$ cat src/rtl/core/top_k_score_select_unit_macros.svh
// Assertion macros for the top-k score selection unit.
// Depends on clk_i and rst_ni in the module that uses them.
`ifndef TOP_K_SCORE_SELECT_UNIT_MACROS_SVH
`define TOP_K_SCORE_SELECT_UNIT_MACROS_SVH

// same-cycle implication
`define TKSEL_ASSERT_IMP(lbl, ante, cons, msg) \
  lbl: assert property (@(posedge clk_i) disable iff (!rst_ni) (ante) |-> (cons)) \
    else $error(msg);

// next-cycle implication
`define TKSEL_ASSERT_NXT(lbl, ante, cons, msg) \
  lbl: assert property (@(posedge clk_i) disable iff (!rst_ni) (ante) |=> (cons)) \
    else $error(msg);

`endif

$ cat src/rtl/core/tksel_pkg.sv
// Shared widths, constants and types for the top-k score selection unit.
// No dependencies.
package tksel_pkg;

  localparam int unsigned SCORE_W       = 32;
  localparam int unsigned INDEX_W       = 16;
  localparam int unsigned KSEL_W        = 6;
  localparam int unsigned K_MAX_DEF     = 32;
  localparam int unsigned MAX_CENTROIDS = 65536;
  localparam int unsigned IDX_WRAP      = (MAX_CENTROIDS < 65536) ? MAX_CENTROIDS : 65536;
  localparam logic [KSEL_W-1:0] KSEL_RESET = KSEL_W'(8);

  typedef struct packed {
    logic                      valid;
    logic signed [SCORE_W-1:0] score;
    logic [INDEX_W-1:0]        index;
  } tksel_entry_t;

  typedef struct packed {
    logic step;  // score beat accepted: sorted insert
    logic pop;   // head moves to output, chain shifts up
  } tksel_ctrl_t;

endpackage

$ cat src/rtl/core/tksel_cell.sv
// One slot of the sorted top-k chain: holds a score, its index and a valid bit.
// Depends on tksel_pkg.
module tksel_cell (
  input  logic                  clk_i,
  input  logic                  rst_ni,
  input  tksel_pkg::tksel_ctrl_t  ctrl_i,
  input  logic                  in_range_i,
  input  tksel_pkg::tksel_entry_t new_i,
  input  tksel_pkg::tksel_entry_t prev_i,
  input  logic                  prev_gt_i,
  input  tksel_pkg::tksel_entry_t next_i,
  output tksel_pkg::tksel_entry_t entry_o,
  output logic                  gt_o
);
  import tksel_pkg::*;

  logic                valid_q;
  logic [SCORE_W-1:0]  score_q;
  logic [INDEX_W-1:0]  index_q;
  tksel_entry_t        entry_d;

  assign entry_o.valid = valid_q;
  assign entry_o.score = score_q;
  assign entry_o.index = index_q;

  // new score belongs at or above this slot
  assign gt_o = !valid_q || (new_i.score > entry_o.score);

  always_comb begin
    entry_d = entry_o;
    if (ctrl_i.step) begin
      if (!in_range_i) begin
        entry_d.valid = 1'b0;
      end else if (prev_gt_i) begin
        entry_d = prev_i;
      end else if (gt_o) begin
        entry_d = new_i;
      end
    end else if (ctrl_i.pop) begin
      entry_d = next_i;
    end
  end

  always_ff @(posedge clk_i or negedge rst_ni) begin
    if (!rst_ni) begin
      valid_q <= 1'b0;
    end else begin
      valid_q <= entry_d.valid;
    end
  end

  always_ff @(posedge clk_i) begin
    score_q <= entry_d.score;
    index_q <= entry_d.index;
  end

endmodule

$ cat config.mk
export PLATFORM = sky130hd
export DESIGN_NAME = tksel_cell
export DESIGN_NICKNAME = d
export VERILOG_FILES = /design/src/rtl/core/top_k_score_select_unit_macros.svh /design/src/rtl/core/tksel_pkg.sv /design/src/rtl/core/tksel_cell.sv
export SDC_FILE = /design/constraint.sdc
export NUM_CORES = 1
export LEC_CHECK = 0
export BUFFER_PORTS_ARGS = -buffer_cell sky130_fd_sc_hd__buf_4
export CAP_MARGIN = 20
export CORE_AREA = 2 2 92 94
export CTS_BUF_LIST = sky130_fd_sc_hd__clkbuf_4 sky130_fd_sc_hd__clkbuf_8 sky130_fd_sc_hd__clkbuf_16
export DETAILED_ROUTE_END_ITERATION = 16
export DIE_AREA = 0 0 94 96
export PLACE_DENSITY = 0.85
export SYNTH_ARGS = -nofsm -noshare
export SYNTH_HDL_FRONTEND = slang
export SYNTH_SLANG_ARGS = --single-unit
export TNS_END_PERCENT = 100
$ cat constraint.sdc
create_clock -name clk_i -period 4.8 [get_ports clk_i]
set_input_delay 0.24 -clock clk_i [delete_from_list [all_inputs] [get_ports clk_i]]
set_output_delay 0.24 -clock clk_i [all_outputs]
set_load 0.01 [all_outputs]
==> results by group <==
Outcome
  – Outcome: finished, final reports clean

Routing
  – Vias/cell: 5.042
  – Routed len/inst: between 10 and 15 um
  – DRT Pass-1 Iters: 4
  – Antenna Nets Post-Route: 0
  – Drt drc: 0
  – WL final: between 9 and 10 mm
  – DRT iter0 DRCs: slightly above 100
  – Routed vias: 3267

Final layout
  – Area growth from synthesis to layout: 49.89%
  – Core Util, Final: between 60% and 70%
  – FILL cells: ~670
  – Fin area: about 5100 um^2
  – Number of diodes: 0
  – Share of layout cells above drive strength 1: 41.07%
  – Fin nets: a little over 700

Logic synthesis
  – Complex-gate fraction of the synthesized area: around an eighth
  – Synth area leaders: edfxtp_1 (42%), mux2i_1 (14%), ha_1 (12%)
  – Post-synth top cells: a21oi_1 (62), nor2_1 (50), mux2i_1 (49)
  – Synth Warn #: 0
  – Post-synthesis sequential area ratio: between 40% and 50%
  – Most common flop cell mapped by yosys: edfxtp_1
  – Netlist Area Pre-Place: around 3400 um^2
  – Seq cells post-synth: 49
  – Cell taking the most area after synthesis: edfxtp_1
  – Average size of a mapped cell: about 9.9 um^2
  – Mux contribution to synthesized area: between 10% and 20%
  – Simple-gate share of the synthesized area: between 10% and 20%
  – Post-synth EDFFs: 48
  – Largest family of logic cells by synthesized area: multiplexers
  – Synth top area share: between 40% and 50%
  – Synth cell types: 37
  – Most frequent cell after synthesis: a21oi_1
  – Ys async rst share: a little over 2%
  – Xor-xnor portion of the synthesized cell area: 0%
  – Adder-cell share of the synthesized area: a little under an eighth
  – Syn Nets: ~530
  – Gate Count Post-Synth: ~350

STA
  – Final Hold Viols: 0
  – Slew @ Worst Pin: approximately 0.95 ns
  – Final setup violation count: 0
  – RSZ-0062 raised after global routing: false
  – Relative slew slack: 36.83%
  – Total Neg Setup Slack: 0 ns
  – Max Slew Vio Count: 0
  – Layout Skew: ~0.0046 ns
  – Tmin final: between 2 and 3 ns
  – Period utilization: 55.87%
  – Final worst slack: roughly 2.1 ns
  – Fmax: about 370 MHz

Setup path
  – Cell Chain, Critical Path: inv_1 > ha_1 > a21oi_1 > o21ai_0 > a22oi_1 > nand3_1 > a32o_1 > a211oi_4 > buf_4
  – CP peak stage delay: 0.39 ns
  – Crit Path Category: flip-flop to flip-flop
  – Startpoint types: flip-flop
  – Slowest CP cell: edfxtp_1
  – Crit-path leading delay family: compound AO/OA/AOI/OAI gates
  – Element type at the critical path end: flip-flop
  – CP Max Fanout: 28
  – Arr. time, crit path: 2.65 ns
  – Critical Path RT: 4.77 ns
  – CP Buf/Inv Count: 2

GRT
  – Total grt overflow: 0
  – All-Layer GR Usage: between 20% and 30%
  – First-pass GRT wire length: approximately 15 mm
  – Largest net degree at the start of global routing: 103
  – Antenna violations before repair: 0
  – Vias in the first global route: 3240

Place
  – DP Wirelength: 7.751 mm
  – Placed Instance Area: about 5000 um^2
  – Port Buffers: 202
  – Pre-CTS setup slack: approximately 2.1 ns
  – Final GP Congestion: between 0.7 and 0.8

Power and ir drop
  – P_leak: approximately 2.6 nW
  – Sw frac: around 28%
  – Worst vdd rail ir drop: 124.1 uV
  – Flop pwr share: roughly 45%
  – Power share of the combinational group: ~33%
  – Power Density: ~230 nW/um^2
  – NetSw: approximately 340 uW
  – P_int: ~860 uW
  – Clock power frac: roughly 22%

Min path
  – Hold Crit Class: input port to flip-flop

Clock network
  – Clk sink count: 49
  – Post-cts sizing count: 0
  – CTS root buffer: clkbuf_8
  – Cts bufs inserted: 5
  – Clock tree buffer depth: 2
  – H-Tree Depth: 2
  – Post-CTS Setup Inserts: 0
  – Clock slew at reported path FFs: 0.09 ns
  – CTS tree: yes
  – Clock Latency Late Sink: 0.30 ns

Floorplan
  – Core footprint: 8051 um^2
  – Initial Util: between 40% and 50%
  – FP Rows: 33
  – Die Ht: around 96 um
  – Die X-Extent: 94 um
  – I/O Pins: a little over 200
  – Full die area: 9024 um^2

Run
  – Max-Cap Viols: 0
## power by group through the flow
stage,logic (mW),registers (mW),clock network (mW)
detailed placement,0.393,0.552,0
global route,0.432,0.547,0.295
finish,0.392,0.542,0.269
floorplan,0.167,0.570,0
global placement,0.381,0.549,0
CTS,0.396,0.542,0.275
## flip-flops by register name, summed over array words and instances (netlist names)
register / cells
score_q: 32
index_q: 16
valid_q: 1
## cells in the final DEF (no fill, tap or decap), types with 2 or more instances in the layout
cell	netlist	routed
nor2_1	50	50
inv_1	37	37
mux2i_1	49	49
nand2_1	9	9
a21oi_1	62	62
edfxtp_1	48	48
ha_1	32	32
nand3_1	4	4
a31oi_1	2	2
nor3_1	2	2
buf_4	1	205
nand4_1	5	5
o21ai_0	7	7
clkbuf_8	0	7
and4_1	2	2
## logic make-up after synthesis
family	count (synthesis)
AND/OR/NAND/NOR	82
adder cells (fa/ha/maj)	32
flip-flops	49
multiplexers	50
AO/OA/AOI/OAI	79
buffers and inverters	55
## per-layer routing
metal  part of all wire, %  GRT usage, %  up-vias
met4                   1.7         6.522        0
met5                     0             0        -
met1                    38         23.32     1485
met3                   8.2         5.638       14
li1                      -             -     1640
met2                    52         38.81      128
## area by class of cell
type / count / area, um^2 / area share [%]
timing repair buffer: 206 / 1549 / 30.12
inverter: 37 / 138.9 / 2.701
clock inverter: 1 / 5.005 / 0.09732
clock buffer: 7 / 96.34 / 1.873
multi-input combinational: 243 / 1755 / 34.14
tap: 105 / 131.4 / 2.555
sequential: 49 / 1466 / 28.52
## repair_timing
action	4_1_cts	5_1_grt
endpoints found under the hold margin	1	0
hold buffers	1	0
endpoints found under the setup margin	0	0
## worst paths after layout
kind / start / endpoint / slack [ns] / cells after the start
worst max-delay path: score_q[27] / score_q[29] / 2.12 / 9
min in group asynchronous: rst_ni / valid_q / 0.27 / 2
max in group asynchronous: rst_ni / valid_q / 4.45 / 2
worst min-delay path: new_i[48] / valid_q / 0.25 / 3
worst max register to register: score_q[27] / score_q[29] / 2.12 / 9
worst min register to register: valid_q / valid_q / 0.78 / 2
## worst min-delay path: cells and delay by family
family,cells,cell delay [ns]
AO/OA/AOI/OAI,1,0.15
buffers and inverters,1,0.07
AND/OR/NAND/NOR,1,0.03
## through the flow
| step | hold slack [ns] | cells | power (mW) |
|---|---|---|---|
| finish | 0.2490 | 648 | 1.203 |
| global route | 0.2410 | 648 | 1.274 |
| CTS | 0.2364 | 648 | 1.213 |
| detailed placement | 0.01718 | 639 | 0.9450 |
| global placement | 0.01640 | 639 | 0.9299 |
| floorplan | -0.05559 | 347 | 0.7378 |
(Power assumes the default switching activity.)
